File: src/design/msr_pkg.sv
// shared types and constants for the modular square root unit
package msr_pkg;

  localparam int DATA_W        = 32;
  localparam int MOD_WIDTH_DEF = 32;
  localparam int ZLIMIT        = 1024;

  typedef enum logic [5:0] {
    OP_NONE,
    OP_LOAD,
    OP_RES_ZERO,
    OP_RES_NBIT,
    OP_RES_ACC,
    OP_RES_R,
    OP_POW_N_HALF,
    OP_POW_N_QTR,
    OP_POW_Z_HALF,
    OP_POW_Z_Q,
    OP_POW_N_Q,
    OP_POW_N_QH,
    OP_MUL_ACC,
    OP_MUL_BASE,
    OP_MUL_TT,
    OP_MUL_B,
    OP_MUL_C,
    OP_MUL_T,
    OP_MUL_R,
    OP_EXP_SHIFT,
    OP_QS_INIT,
    OP_QS_STEP,
    OP_Z_INIT,
    OP_Z_INC,
    OP_M_INIT,
    OP_SET_C,
    OP_SET_T,
    OP_SET_R,
    OP_LOOP_INIT,
    OP_I_INC,
    OP_B_INIT,
    OP_J_INC,
    OP_M_SET
  } dp_op_t;

  typedef enum logic [2:0] {
    MD_ACC,
    MD_BASE,
    MD_TT,
    MD_B,
    MD_C,
    MD_T,
    MD_R
  } mul_dst_t;

  typedef enum logic [4:0] {
    S_IDLE,
    S_CHECK,
    S_EULER,
    S_RES_ACC,
    S_QS,
    S_ZCHK,
    S_ZTEST,
    S_PC,
    S_SETC,
    S_PT,
    S_SETT,
    S_PR,
    S_SETR,
    S_LOOP,
    S_INNER,
    S_IINC,
    S_BSQ,
    S_JINC,
    S_CSET,
    S_TSET,
    S_RSET,
    S_FINISH,
    S_POW,
    S_POW_SQ,
    S_POW_SHIFT,
    S_MUL_WAIT
  } state_t;

  typedef struct packed {
    dp_op_t op;
    logic   out_load;
  } dp_cmd_t;

  typedef struct packed {
    logic n_zero;
    logic p_is2;
    logic p_lt2;
    logic p_mod4_3;
    logic acc_is1;
    logic acc_is_pm1;
    logic q_odd;
    logic z_fail;
    logic exp_zero;
    logic exp_lsb;
    logic t_is1;
    logic tt_is1;
    logic i_fail;
    logic j_done;
    logic mul_done;
  } dp_status_t;

endpackage

File: src/design/msr_mulmod.sv
// iterative modular multiplier: one product, then restoring reduction one bit per cycle
module msr_mulmod #(
  parameter int MOD_WIDTH = msr_pkg::MOD_WIDTH_DEF
) (
  input  logic                 clk,
  input  logic                 rst,
  input  logic                 start,
  input  logic [MOD_WIDTH-1:0] a,
  input  logic [MOD_WIDTH-1:0] b,
  input  logic [MOD_WIDTH-1:0] m,
  output logic                 done,
  output logic [MOD_WIDTH-1:0] result
);

  localparam int PW = 2 * MOD_WIDTH;
  localparam int CNT_W = $clog2(PW + 1);

  typedef logic [PW-1:0] wide_t;

  logic              busy;
  logic [CNT_W-1:0]  cnt;
  wide_t             prod;
  logic [MOD_WIDTH-1:0] rem;
  logic [MOD_WIDTH:0]   trial;

  assign trial  = {rem, prod[PW-1]};
  assign result = rem;

  always_ff @(posedge clk) begin
    if (rst) begin
      busy <= 1'b0;
      done <= 1'b0;
      cnt  <= '0;
    end else begin
      done <= 1'b0;
      if (start) begin
        busy <= 1'b1;
        cnt  <= CNT_W'(PW);
      end else if (busy) begin
        cnt <= cnt - 1'b1;
        if (cnt == CNT_W'(1)) begin
          busy <= 1'b0;
          done <= 1'b1;
        end
      end
    end
  end

  always_ff @(posedge clk) begin
    if (start) begin
      prod <= wide_t'(a) * wide_t'(b);
      rem  <= '0;
    end else if (busy) begin
      prod <= prod << 1;
      if (trial >= {1'b0, m}) begin
        rem <= MOD_WIDTH'(trial - {1'b0, m});
      end else begin
        rem <= trial[MOD_WIDTH-1:0];
      end
    end
  end

endmodule

File: src/design/msr_datapath.sv
// datapath: operand registers, exponent register, shared modular multiplier, result registers
module msr_datapath #(
  parameter int MOD_WIDTH = msr_pkg::MOD_WIDTH_DEF
) (
  input  logic                        clk,
  input  logic                        rst,
  input  logic [msr_pkg::DATA_W-1:0]  in_value,
  input  logic [msr_pkg::DATA_W-1:0]  in_modulus,
  input  msr_pkg::dp_cmd_t            cmd,
  output msr_pkg::dp_status_t         status,
  output logic [msr_pkg::DATA_W-1:0]  out_data
);

  localparam int W  = MOD_WIDTH;
  localparam int CW = $clog2(MOD_WIDTH + 1);

  logic [W-1:0] n, p, q, z, c, t, r, b, tt, pbase, pexp, pacc, res;
  logic [CW-1:0] s, m, i, j;
  msr_pkg::mul_dst_t mdst;

  logic         mul_start, mul_done;
  logic [W-1:0] mul_a, mul_b, mul_res;
  logic [W:0]   p_inc, q_inc;

  assign p_inc = {1'b0, p} + 1'b1;
  assign q_inc = {1'b0, q} + 1'b1;

  always_comb begin
    mul_start = 1'b1;
    mul_a     = pacc;
    mul_b     = pbase;
    unique case (cmd.op)
      msr_pkg::OP_MUL_ACC:  begin mul_a = pacc;  mul_b = pbase; end
      msr_pkg::OP_MUL_BASE: begin mul_a = pbase; mul_b = pbase; end
      msr_pkg::OP_MUL_TT:   begin mul_a = tt;    mul_b = tt;    end
      msr_pkg::OP_MUL_B:    begin mul_a = b;     mul_b = b;     end
      msr_pkg::OP_MUL_C:    begin mul_a = b;     mul_b = b;     end
      msr_pkg::OP_MUL_T:    begin mul_a = t;     mul_b = c;     end
      msr_pkg::OP_MUL_R:    begin mul_a = r;     mul_b = b;     end
      default:              mul_start = 1'b0;
    endcase
  end

  msr_mulmod #(.MOD_WIDTH(W)) u_mulmod (
    .clk    (clk),
    .rst    (rst),
    .start  (mul_start),
    .a      (mul_a),
    .b      (mul_b),
    .m      (p),
    .done   (mul_done),
    .result (mul_res)
  );

  always_ff @(posedge clk) begin
    unique case (cmd.op)
      msr_pkg::OP_LOAD: begin
        n <= W'(in_value);
        p <= W'(in_modulus);
      end
      msr_pkg::OP_RES_ZERO: res <= '0;
      msr_pkg::OP_RES_NBIT: res <= W'(n[0]);
      msr_pkg::OP_RES_ACC:  res <= pacc;
      msr_pkg::OP_RES_R:    res <= r;
      msr_pkg::OP_POW_N_HALF: begin pbase <= n; pexp <= (p - 1'b1) >> 1; pacc <= W'(1); end
      msr_pkg::OP_POW_N_QTR:  begin pbase <= n; pexp <= W'(p_inc >> 2);  pacc <= W'(1); end
      msr_pkg::OP_POW_Z_HALF: begin pbase <= z; pexp <= (p - 1'b1) >> 1; pacc <= W'(1); end
      msr_pkg::OP_POW_Z_Q:    begin pbase <= z; pexp <= q;               pacc <= W'(1); end
      msr_pkg::OP_POW_N_Q:    begin pbase <= n; pexp <= q;               pacc <= W'(1); end
      msr_pkg::OP_POW_N_QH:   begin pbase <= n; pexp <= W'(q_inc >> 1);  pacc <= W'(1); end
      msr_pkg::OP_MUL_ACC:  mdst <= msr_pkg::MD_ACC;
      msr_pkg::OP_MUL_BASE: mdst <= msr_pkg::MD_BASE;
      msr_pkg::OP_MUL_TT:   mdst <= msr_pkg::MD_TT;
      msr_pkg::OP_MUL_B:    mdst <= msr_pkg::MD_B;
      msr_pkg::OP_MUL_C:    mdst <= msr_pkg::MD_C;
      msr_pkg::OP_MUL_T:    mdst <= msr_pkg::MD_T;
      msr_pkg::OP_MUL_R:    mdst <= msr_pkg::MD_R;
      msr_pkg::OP_EXP_SHIFT: pexp <= pexp >> 1;
      msr_pkg::OP_QS_INIT: begin q <= p - 1'b1; s <= '0; end
      msr_pkg::OP_QS_STEP: begin q <= q >> 1;   s <= s + 1'b1; end
      msr_pkg::OP_Z_INIT:  z <= W'(2);
      msr_pkg::OP_Z_INC:   z <= z + 1'b1;
      msr_pkg::OP_M_INIT:  m <= s;
      msr_pkg::OP_SET_C:   c <= pacc;
      msr_pkg::OP_SET_T:   t <= pacc;
      msr_pkg::OP_SET_R:   r <= pacc;
      msr_pkg::OP_LOOP_INIT: begin i <= '0; tt <= t; end
      msr_pkg::OP_I_INC:   i <= i + 1'b1;
      msr_pkg::OP_B_INIT:  begin b <= c; j <= '0; end
      msr_pkg::OP_J_INC:   j <= j + 1'b1;
      msr_pkg::OP_M_SET:   m <= i;
      default: ;
    endcase

    // multiplier writeback, the controller issues nothing on that cycle
    if (mul_done) begin
      unique case (mdst)
        msr_pkg::MD_ACC:  pacc  <= mul_res;
        msr_pkg::MD_BASE: pbase <= mul_res;
        msr_pkg::MD_TT:   tt    <= mul_res;
        msr_pkg::MD_B:    b     <= mul_res;
        msr_pkg::MD_C:    c     <= mul_res;
        msr_pkg::MD_T:    t     <= mul_res;
        msr_pkg::MD_R:    r     <= mul_res;
        default: ;
      endcase
    end

    if (cmd.out_load) begin
      out_data <= msr_pkg::DATA_W'(res);
    end
  end

  always_comb begin
    status.n_zero     = (n == '0);
    status.p_is2      = (p == W'(2));
    status.p_lt2      = (p < W'(2));
    status.p_mod4_3   = (p[1:0] == 2'b11);
    status.acc_is1    = (pacc == W'(1));
    status.acc_is_pm1 = (pacc == p - 1'b1);
    status.q_odd      = q[0];
    status.z_fail     = (z >= p) || (msr_pkg::DATA_W'(z) > msr_pkg::DATA_W'(msr_pkg::ZLIMIT));
    status.exp_zero   = (pexp == '0);
    status.exp_lsb    = pexp[0];
    status.t_is1      = (t == W'(1));
    status.tt_is1     = (tt == W'(1));
    status.i_fail     = ({1'b0, i} + 1'b1) >= {1'b0, m};
    status.j_done     = ({1'b0, j} + {1'b0, i} + 1'b1) >= {1'b0, m};
    status.mul_done   = mul_done;
  end

endmodule

File: src/design/msr_ctrl.sv
// controller: sequences exponentiations, non-residue search and the shanks loop
module msr_ctrl (
  input  logic                clk,
  input  logic                rst,
  input  logic                in_valid,
  output logic                in_ready,
  output logic                out_valid,
  input  logic                out_ready,
  input  msr_pkg::dp_status_t status,
  output msr_pkg::dp_cmd_t    cmd
);

  msr_pkg::state_t state, state_next;
  msr_pkg::state_t pret, pret_next;
  msr_pkg::state_t mret, mret_next;

  always_ff @(posedge clk) begin
    if (rst) begin
      state     <= msr_pkg::S_IDLE;
      pret      <= msr_pkg::S_IDLE;
      mret      <= msr_pkg::S_IDLE;
      out_valid <= 1'b0;
    end else begin
      state <= state_next;
      pret  <= pret_next;
      mret  <= mret_next;
      if (cmd.out_load) begin
        out_valid <= 1'b1;
      end else if (out_ready) begin
        out_valid <= 1'b0;
      end
    end
  end

  always_comb begin
    state_next   = state;
    pret_next    = pret;
    mret_next    = mret;
    cmd.op       = msr_pkg::OP_NONE;
    cmd.out_load = 1'b0;
    in_ready     = 1'b0;
    unique case (state)
      msr_pkg::S_IDLE: begin
        in_ready = 1'b1;
        if (in_valid) begin
          cmd.op     = msr_pkg::OP_LOAD;
          state_next = msr_pkg::S_CHECK;
        end
      end
      msr_pkg::S_CHECK: begin
        state_next = msr_pkg::S_FINISH;
        if (status.n_zero || status.p_lt2) begin
          cmd.op = msr_pkg::OP_RES_ZERO;
        end else if (status.p_is2) begin
          cmd.op = msr_pkg::OP_RES_NBIT;
        end else begin
          cmd.op     = msr_pkg::OP_POW_N_HALF;
          pret_next  = msr_pkg::S_EULER;
          state_next = msr_pkg::S_POW;
        end
      end
      msr_pkg::S_EULER: begin
        if (!status.acc_is1) begin
          cmd.op     = msr_pkg::OP_RES_ZERO;
          state_next = msr_pkg::S_FINISH;
        end else if (status.p_mod4_3) begin
          cmd.op     = msr_pkg::OP_POW_N_QTR;
          pret_next  = msr_pkg::S_RES_ACC;
          state_next = msr_pkg::S_POW;
        end else begin
          cmd.op     = msr_pkg::OP_QS_INIT;
          state_next = msr_pkg::S_QS;
        end
      end
      msr_pkg::S_RES_ACC: begin
        cmd.op     = msr_pkg::OP_RES_ACC;
        state_next = msr_pkg::S_FINISH;
      end
      msr_pkg::S_QS: begin
        if (status.q_odd) begin
          cmd.op     = msr_pkg::OP_Z_INIT;
          state_next = msr_pkg::S_ZCHK;
        end else begin
          cmd.op = msr_pkg::OP_QS_STEP;
        end
      end
      msr_pkg::S_ZCHK: begin
        if (status.z_fail) begin
          cmd.op     = msr_pkg::OP_RES_ZERO;
          state_next = msr_pkg::S_FINISH;
        end else begin
          cmd.op     = msr_pkg::OP_POW_Z_HALF;
          pret_next  = msr_pkg::S_ZTEST;
          state_next = msr_pkg::S_POW;
        end
      end
      msr_pkg::S_ZTEST: begin
        if (status.acc_is_pm1) begin
          cmd.op     = msr_pkg::OP_M_INIT;
          state_next = msr_pkg::S_PC;
        end else begin
          cmd.op     = msr_pkg::OP_Z_INC;
          state_next = msr_pkg::S_ZCHK;
        end
      end
      msr_pkg::S_PC: begin
        cmd.op     = msr_pkg::OP_POW_Z_Q;
        pret_next  = msr_pkg::S_SETC;
        state_next = msr_pkg::S_POW;
      end
      msr_pkg::S_SETC: begin
        cmd.op     = msr_pkg::OP_SET_C;
        state_next = msr_pkg::S_PT;
      end
      msr_pkg::S_PT: begin
        cmd.op     = msr_pkg::OP_POW_N_Q;
        pret_next  = msr_pkg::S_SETT;
        state_next = msr_pkg::S_POW;
      end
      msr_pkg::S_SETT: begin
        cmd.op     = msr_pkg::OP_SET_T;
        state_next = msr_pkg::S_PR;
      end
      msr_pkg::S_PR: begin
        cmd.op     = msr_pkg::OP_POW_N_QH;
        pret_next  = msr_pkg::S_SETR;
        state_next = msr_pkg::S_POW;
      end
      msr_pkg::S_SETR: begin
        cmd.op     = msr_pkg::OP_SET_R;
        state_next = msr_pkg::S_LOOP;
      end
      msr_pkg::S_LOOP: begin
        if (status.t_is1) begin
          cmd.op     = msr_pkg::OP_RES_R;
          state_next = msr_pkg::S_FINISH;
        end else begin
          cmd.op     = msr_pkg::OP_LOOP_INIT;
          state_next = msr_pkg::S_INNER;
        end
      end
      msr_pkg::S_INNER: begin
        if (status.tt_is1) begin
          cmd.op     = msr_pkg::OP_B_INIT;
          state_next = msr_pkg::S_BSQ;
        end else if (status.i_fail) begin
          cmd.op     = msr_pkg::OP_RES_ZERO;
          state_next = msr_pkg::S_FINISH;
        end else begin
          cmd.op     = msr_pkg::OP_MUL_TT;
          mret_next  = msr_pkg::S_IINC;
          state_next = msr_pkg::S_MUL_WAIT;
        end
      end
      msr_pkg::S_IINC: begin
        cmd.op     = msr_pkg::OP_I_INC;
        state_next = msr_pkg::S_INNER;
      end
      msr_pkg::S_BSQ: begin
        if (status.j_done) begin
          cmd.op     = msr_pkg::OP_M_SET;
          state_next = msr_pkg::S_CSET;
        end else begin
          cmd.op     = msr_pkg::OP_MUL_B;
          mret_next  = msr_pkg::S_JINC;
          state_next = msr_pkg::S_MUL_WAIT;
        end
      end
      msr_pkg::S_JINC: begin
        cmd.op     = msr_pkg::OP_J_INC;
        state_next = msr_pkg::S_BSQ;
      end
      msr_pkg::S_CSET: begin
        cmd.op     = msr_pkg::OP_MUL_C;
        mret_next  = msr_pkg::S_TSET;
        state_next = msr_pkg::S_MUL_WAIT;
      end
      msr_pkg::S_TSET: begin
        cmd.op     = msr_pkg::OP_MUL_T;
        mret_next  = msr_pkg::S_RSET;
        state_next = msr_pkg::S_MUL_WAIT;
      end
      msr_pkg::S_RSET: begin
        cmd.op     = msr_pkg::OP_MUL_R;
        mret_next  = msr_pkg::S_LOOP;
        state_next = msr_pkg::S_MUL_WAIT;
      end
      msr_pkg::S_FINISH: begin
        if (!out_valid || out_ready) begin
          cmd.out_load = 1'b1;
          state_next   = msr_pkg::S_IDLE;
        end
      end
      msr_pkg::S_POW: begin
        if (status.exp_zero) begin
          state_next = pret;
        end else if (status.exp_lsb) begin
          cmd.op     = msr_pkg::OP_MUL_ACC;
          mret_next  = msr_pkg::S_POW_SQ;
          state_next = msr_pkg::S_MUL_WAIT;
        end else begin
          state_next = msr_pkg::S_POW_SQ;
        end
      end
      msr_pkg::S_POW_SQ: begin
        cmd.op     = msr_pkg::OP_MUL_BASE;
        mret_next  = msr_pkg::S_POW_SHIFT;
        state_next = msr_pkg::S_MUL_WAIT;
      end
      msr_pkg::S_POW_SHIFT: begin
        cmd.op     = msr_pkg::OP_EXP_SHIFT;
        state_next = msr_pkg::S_POW;
      end
      msr_pkg::S_MUL_WAIT: begin
        if (status.mul_done) begin
          state_next = mret;
        end
      end
      default: state_next = msr_pkg::S_IDLE;
    endcase
  end

endmodule

File: src/design/modular_square_root_unit.sv
// top level of the tonelli-shanks modular square root unit
//
// usage:
//   s_axis carries one transaction per request: value_in and modulus, which
//   must be two or an odd prime. m_axis returns one transaction per request
//   with the root in 0..p-1, or zero when none exists or value_in is zero.
//   both inputs are cut to MOD_WIDTH bits before use.
// pacing:
//   one request at a time. every modular multiply runs on the single shared
//   multiplier (a product step, then one reduction bit per cycle), and that
//   unit sets the pace. a p = 3 mod 4 request takes two exponentiations,
//   about 4 * MOD_WIDTH multiplies at worst; p = 1 mod 4 adds the
//   non-residue search, one more exponentiation per candidate z, and the
//   shanks loop, so each further candidate z lengthens a request. trivial
//   cases (zero value, modulus two or below) pass through the check and
//   finish states only, and intake reopens in the same cycle as the root
//   appears.
// reset: rst is synchronous and active high; it returns the controller to
//   idle and drops m_axis_tvalid. no clearing pass is needed.
// stall: a finished root sits in the output register; s_axis_tready rises
//   again right away, and a later root waits in the controller until the
//   output register has been taken.
module modular_square_root_unit #(
  parameter int MOD_WIDTH = msr_pkg::MOD_WIDTH_DEF
) (
  input  logic        clk,
  input  logic        rst,
  input  logic        s_axis_tvalid,
  output logic        s_axis_tready,
  input  logic [63:0] s_axis_tdata,   // [31:0] value_in, [63:32] modulus
  output logic        m_axis_tvalid,
  input  logic        m_axis_tready,
  output logic [31:0] m_axis_tdata    // [31:0] root
);

  msr_pkg::dp_cmd_t    cmd;
  msr_pkg::dp_status_t status;

  // controller: state machine plus output valid flag
  msr_ctrl u_ctrl (
    .clk       (clk),
    .rst       (rst),
    .in_valid  (s_axis_tvalid),
    .in_ready  (s_axis_tready),
    .out_valid (m_axis_tvalid),
    .out_ready (m_axis_tready),
    .status    (status),
    .cmd       (cmd)
  );

  // datapath: operands, exponent, multiplier and the output register
  msr_datapath #(.MOD_WIDTH(MOD_WIDTH)) u_dp (
    .clk        (clk),
    .rst        (rst),
    .in_value   (s_axis_tdata[31:0]),
    .in_modulus (s_axis_tdata[63:32]),
    .cmd        (cmd),
    .status     (status),
    .out_data   (m_axis_tdata)
  );

  // one request at a time: intake closes right after a transaction
  a_single_item: assert property (@(posedge clk) disable iff (rst)
    (s_axis_tvalid && s_axis_tready) |=> !s_axis_tready)
    else $error("second request accepted while one is in flight");

  // a new root never overwrites one still waiting
  a_no_overwrite: assert property (@(posedge clk) disable iff (rst)
    cmd.out_load |-> (!m_axis_tvalid || m_axis_tready))
    else $error("output register loaded while holding an untaken root");

  // loading the output register always presents a transaction
  a_load_valid: assert property (@(posedge clk) disable iff (rst)
    cmd.out_load |=> m_axis_tvalid)
    else $error("output loaded without raising valid");

  // a multiply never completes while intake is open
  a_mul_idle: assert property (@(posedge clk) disable iff (rst)
    status.mul_done |-> !s_axis_tready)
    else $error("multiplier active while idle");

endmodule

File: config.mk
export PLATFORM = sky130hd
export DESIGN_NAME = modular_square_root_unit
export DESIGN_NICKNAME = d
export VERILOG_FILES = /design/src/design/msr_pkg.sv /design/src/design/msr_mulmod.sv /design/src/design/msr_datapath.sv /design/src/design/msr_ctrl.sv /design/src/design/modular_square_root_unit.sv
export SDC_FILE = /design/constraint.sdc
export NUM_CORES = 2
export LEC_CHECK = 0
export ABC_AREA = 1
export BUFFER_PORTS_ARGS = -buffer_cell sky130_fd_sc_hd__clkbuf_2
export CELL_PAD_IN_SITES_DETAIL_PLACEMENT = 0
export CELL_PAD_IN_SITES_GLOBAL_PLACEMENT = 1
export CORE_UTILIZATION = 35
export CTS_CLUSTER_SIZE = 10
export DETAILED_ROUTE_END_ITERATION = 10
export PLACE_DENSITY = 0.6
export SLEW_MARGIN = 30
export SYNTH_ARGS = -nofsm -noshare
export SYNTH_HDL_FRONTEND = slang
export SYNTH_SLANG_ARGS = --single-unit
export TNS_END_PERCENT = 1
File: constraint.sdc
create_clock -name clk -period 12.1 [get_ports clk]
set_clock_uncertainty 0.1 [all_clocks]
set_input_delay 2.42 -clock clk [delete_from_list [all_inputs] [get_ports clk]]
set_output_delay 2.42 -clock clk [all_outputs]
set_load 0.05 [all_outputs]
Word level (Yosys, flattened, before mapping) --
Cells that the tools add are included.
Operators by class: add/subtract/negate cells 12, multipliers 1, magnitude comparators 6, eq/ne operators 84, multiplexer cells 91, bitwise gates (word level) 1, reductions and logical operators 35
Operator list (number):
- $mux 32 | 21
- $pmux 32 s5 | 2
- $pmux 32 s2 | 3
- $pmux 6 s24 | 1
- $mux 64 | 2
- $pmux 32 s4 | 1
- $mux 5 | 22
- $pmux 5 s20 | 1
- $eq 32x1->1 const B | 3
- $eq 6x5->1 const B | 16
- $pmux 32 s3 | 1
- $add 32x1->33 const B | 2
- $logic_not 32->1 | 2
- $mul 32x32->64 | 1
- $eq 5x5->1 const B | 10
- $eq 6x4->1 const B | 8
- $pmux 6 s2 | 4
- $eq 5x4->1 const B | 8
- $pmux 5 s7 | 1
- $ge 33x32->1 | 1
- $add 32x1->32 const B | 1
- $eq 32x2->1 const B | 1
- $eq 32x32->1 | 1
- $ge 32x32->1 | 1
- 49 further kinds | 116
Storage, ports and cells: bits in registers 596, input port bits 68, logic and storage cells 259

Longest topological paths before layout --
word-level depth 10, gate-level depth with buffers 54

Hierarchy --
A second synthesis with hierarchy kept.
Unflattened totals: cell total of the unflattened synthesis 9624, area, all modules 71026.9 um^2
By module, submodules not included:
- msr_mulmod | times used 1, cells an instance 5951, area each 42939.9 um^2, seq. area each 2742.6 um^2
- msr_datapath | times used 1, cells an instance 3390, area each 26584.2 um^2, seq. area each 12021.5 um^2
- msr_ctrl | times used 1, cells an instance 283, area each 1502.7 um^2, seq. area each 300.3 um^2

Worst setup path after synthesis --
OpenSTA, ideal clock, no wires.
kind reg-to-reg, start point reg u_dp.i[0], end point reg u_dp.u_mulmod.prod[42], data pin, library setup time 0.254 ns, arrival time 9.254 ns, required time 11.746 ns, path slack 2.492 ns, stages on the path, launching flop included 45, path buffers 2, path through edfxtp_1 > inv_1 > ha_1 > inv_1 > fa_1 > xor2_1 > ha_1 > nand2_1 > o211ai_1 > nand3_1 > nand2_1 > nand2_1 > nand3_2 > nand2_1 > clkbuf_1 > a211oi_1 > nand2_2 > inv_1 > [... 9 more ...] > fa_1 > fa_1 > inv_1 > fa_1 > inv_1 > ha_1 > inv_1 > o21bai_1 > a21oi_1 > inv_1 > a21oi_1 > o21bai_1 > a21oi_1 > nor2_1 > or2_2 > or2_2 > nand3_1 > nand2_1
Between the ends: longest elaborated chain between the ends 10
RTL lines:
- from (decl) | line msr_datapath.sv:18 | logic [CW-1:0] s, m, i, j;
- from (signal assigned) | line msr_datapath.sv:88 | msr_pkg::OP_I_INC: i <= i + 1'b1;
- $add 6x6->7 or $add 6x1->7 (tied branches) | line msr_datapath.sv:128, msr_datapath.sv:127
- $add 7x1->7 or $ge 7x6->1 (tied branches) | line msr_datapath.sv:128, msr_datapath.sv:127
- $ge 7x6->1 or $mux 4 (tied branches) | line msr_datapath.sv:128, msr_ctrl.sv:146
- $mux 6, on equally long branches | line msr_ctrl.sv:160, msr_ctrl.sv:143
- $pmux 6 s24 * | line msr_ctrl.sv:42 | unique case (state)
- $eq 6x4->1 or $eq 6x5->1 (tied branches) | line msr_datapath.sv:32 | unique case (cmd.op)
- $reduce_or 2->1 (no line) or $reduce_or 3->1 (tied branches)
- $pmux 32 s5 or $pmux 32 s3 (tied branches) | line msr_datapath.sv:32
- $mul 32x32->64 | line msr_mulmod.sv:51 | prod <= wide_t'(a) * wide_t'(b);
- $mux 64 * | line msr_mulmod.sv:50 | if (start) begin
- to (signal assigned) | line msr_mulmod.sv:51
- to (signal assigned) | line msr_mulmod.sv:54 | prod <= prod << 1;
- to (decl) | line msr_mulmod.sv:22 | wide_t prod;
Every way passes the cells marked *; elsewhere a longest branch is shown, timed or not. A chain may end at the register's enable or synchronous reset.

Worst setup path after layout --
start point reg u_dp.i[0], end point reg u_dp.u_mulmod.prod[57], data pin
Same word-level chain as after synthesis.

==> flow_summary.toml <==
[yosys]
yosysMostFrequentCell = "nand2_1"
yosysTopAreaCellShare = 0.269
synth_cells = 8495
synth_area_leader_cell = "fa_1"
synth.cell_area_sq_um = 66900
synthTopCellsByCount = "1,691 x nand2_1, 1,544 x inv_1, 1,145 x nor2_1, 898 x fa_1, 381 x nand3_1"
seq_area_frac_synth = 0.225
synth_edf_count = 315
yosys-top-cells-area = "fa_1 27%, edfxtp_1 14%, nand2_1 9.5%, inv_1 8.7%, dfxtp_1 8.4%"
async_flop_share = 0
postSynthNetCount = 9817
synth_seq_cells = 595
syn_area_per_cell_sq_um = 7.87
ys_warn_count = 0
synth.distinct_cells = 63
synthFlopType = "edfxtp_1"

[worst_setup_path]
reg2regPathDepth = 40
rrSetupSlack_ps = 380
critPathLaunch = "u_dp.i[0]$_SDFFCE_PP0P_"
worst_setup_path_end_kind = "flop"
slowest_stage = "a221oi_1"
crit_path_end = "u_dp.u_mulmod.prod[57]$_DFFE_PP_"
startpoint_type = "flop"
cp_data_arrival_time_ps = 12060
worst_r2r_endpoint = "u_dp.u_mulmod.prod[57]$_DFFE_PP_"
cp_data_required_time_ps = 12450
critical_path_class = "flop to flop"
cp_max_fo = 16
r2r_start = "u_dp.i[0]$_SDFFCE_PP0P_"
crit_path_max_incr_delay_ps = 710

[timing]
setup_viol = 0
finalHoldViolCount = 0
finalSetupTns_ps = 0
max_slew_margin = 0.339
worst_slew_pin_slew_ps = 983
rsz0062_at_grt = "no"
period_share = 0.968
report.final.slew_viol_count = 0
period_needed_ps = 11720
max_freq_mhz = 85.4

[clocking]
cts-buffers-inserted = 80
cts_tree = "built"
worstSkewPairLatency_ps = 730
holdBufCountCts = 0
post_cts_buffers = 0
clock-sinks = 595
clk_pin_slew_ps = 60
htreeDepth = 3
cts_root_buf = "clkbuf_16"
clock_tree.buffer_depth = 3

[pwr]
power_density_nw_per_um2 = 175
ir_drop_v = 0.000159
leakage_uw = 0.0345

[routing]
wirelength_microns = 313000
drtAntennaViolNets = 0
via_per_inst = 5.46
wire_per_inst_microns = 28.0
firstDrtPassIters = 6
vias = 60933
drt_iter0_drc = 6446
drc = 0

[floorplan]
core_sq_um = 190000
rows = 160
ios = 102
dieArea_sq_um = 193000
die_w_microns = 439
fp.dieH_microns = 439
initial_core_util = 0.352

[cells_and_area]
drive_gt1_frac = 0.0714
area_growth_pct = 10.3
seq_area_sq_um = 15100
num-fill-cells = 20008
nNetsFinal = 9903
multiInputGateArea_sq_um = 44500
final_util = 0.388

[global_routing]
overflow = 0
grt_pass1_vias = 59506
grt_max_degree = 92
grt_use_total = 0.322
antenna_found_initial = 20
grt_first_pass_wirelength_microns = 442000

[outcome]
status = "finished clean"

[place]
io_buffers = 101
gp_congestion = 0.955
hpwl_microns = 255000

[hold_path]
hold_path.class = "flop to flop"

[job]
maxCapViolCount = 0
==> metal layers <==
metal | up-vias | global-route usage | share of wire | wire length (microns)
li1 | 26918 | - | - | -
met2 | 2617 | 0.469 | 0.42 | 131000
met4 | 12 | 0.0999 | 0.034 | 10800
met3 | 359 | 0.0490 | 0.079 | 24600
met1 | 31027 | 0.486 | 0.47 | 146000
met5 | - | 0 | 0.00086 | 268
==> logic make-up (layout without fill, tap and decap cells) <==
logic type,Yosys count,in the layout,synth area share
compound gates,1054,1054,0.0935
xor+xnor,116,116,0.0154
fa+ha+maj,1254,1254,0.335
buf+inv,1940,2089,0.112
flops,595,595,0.225
other cells,0,9,0
simple gates,3536,3536,0.218
==> worst min-delay path by stage <==
stage / startpoint / end / slack (ps) / depth (start not counted)
after floorplan: u_dp.res[0]$_DFFE_PP_ / u_dp.out_data[0]$_DFFE_PP_ / 300 / 0
after global placement: u_dp.res[14]$_DFFE_PP_ / u_dp.out_data[14]$_DFFE_PP_ / 300 / 0
after detailed placement: u_dp.res[16]$_DFFE_PP_ / u_dp.out_data[16]$_DFFE_PP_ / 300 / 0
after CTS: u_dp.res[9]$_DFFE_PP_ / u_dp.out_data[9]$_DFFE_PP_ / 320 / 0
after global routing: u_dp.res[9]$_DFFE_PP_ / u_dp.out_data[9]$_DFFE_PP_ / 320 / 0
final: u_dp.res[12]$_DFFE_PP_ / u_dp.out_data[12]$_DFFE_PP_ / 320 / 0
==> power by group <==
part / switching [uW] / internal [uW]
logic: 5010 / 2000
clock network: 1030 / 1370
registers: 751 / 2740
==> metrics by stage <==
step                      instance area (sq um)  cells  setup WS [ps]  hold slack (ps)  total power (uW)
after CTS                                 73700  11155            217              317             12800
after global routing                      73800  11155           28.6              322             13600
after detailed placement                  71200  11010            303              305             10400
final                                     73800  11164            385              317             12900
after global placement                    71200  11010            288              301             10400
after floorplan                           66900   8495           2490              300              7050
==> layout by cell type (no fill, tap or decap), drive strengths merged, types with 17 or more instances in the layout <==
| cell type | Yosys | final |
|---|---|---|
| a221oi | 18 | 18 |
| fa | 898 | 898 |
| nand3 | 383 | 383 |
| nand3b | 18 | 18 |
| o211ai | 117 | 117 |
| a21o | 17 | 17 |
| nand4 | 85 | 85 |
| xnor2 | 43 | 43 |
| a22oi | 44 | 44 |
| nand2 | 1701 | 1701 |
| a21oi | 238 | 238 |
| a31oi | 90 | 90 |
| clkinv | 9 | 23 |
| nor3b | 17 | 17 |
| edfxtp | 315 | 315 |
| nor2 | 1160 | 1160 |
| ha | 356 | 356 |
| or2 | 38 | 38 |
| nor4 | 64 | 64 |
| clkbuf | 186 | 222 |
| nor3 | 67 | 67 |
| buf | 172 | 261 |
| a211oi | 20 | 20 |
| o21ai | 401 | 401 |
| inv | 1573 | 1578 |
| o22ai | 52 | 52 |
| xor2 | 72 | 72 |
| dfxtp | 280 | 280 |
==> registers in the layout, summed over array words and instances, names as in the netlist, 5 cells and up <==
register	count
u_dp.tt	32
u_dp.pbase	32
u_dp.q	32
u_dp.p	32
u_dp.pacc	32
u_dp.m	6
u_dp.j	6
u_dp.c	32
u_dp.out_data	32
u_dp.i	6
u_dp.t	32
u_dp.b	32
u_ctrl.state	5
u_dp.n	32
u_dp.s	6
u_dp.pexp	32
u_dp.r	32
u_dp.u_mulmod.cnt	7
u_dp.u_mulmod.prod	64
u_dp.z	32
u_dp.res	32
u_ctrl.mret	5
u_dp.u_mulmod.result	32
==> critical path, delay by kind of cell, from the launching register on <==
family                     cells  cell delay (ps)
and+or+nand+nor               13             2130
buffers and inverters          8             1470
DFF                            1              460
xor gates and xnor gates       1              190
AOI/OAI and AO/OA              6             2050
adders and majority gates     12             5060
==> area by class of cell <==
| type | instances | area share |
|---|---|---|
| multi-input combinational | 5960 | 0.603 |
| sequential | 595 | 0.204 |
| inverter | 1582 | 0.0806 |
| tap | 2511 | 0.0426 |
| timing repair buffer | 362 | 0.0352 |
| clock buffer | 121 | 0.0313 |
| clock inverter | 24 | 0.00319 |
| antenna | 9 | 0.000305 |
==> what timing repair did <==
action	in CTS	in global routing
endpoints found under the setup margin	0	3
resized for setup	0	3
endpoints found under the hold margin	0	0
Power figures use the tool's default switching activity.
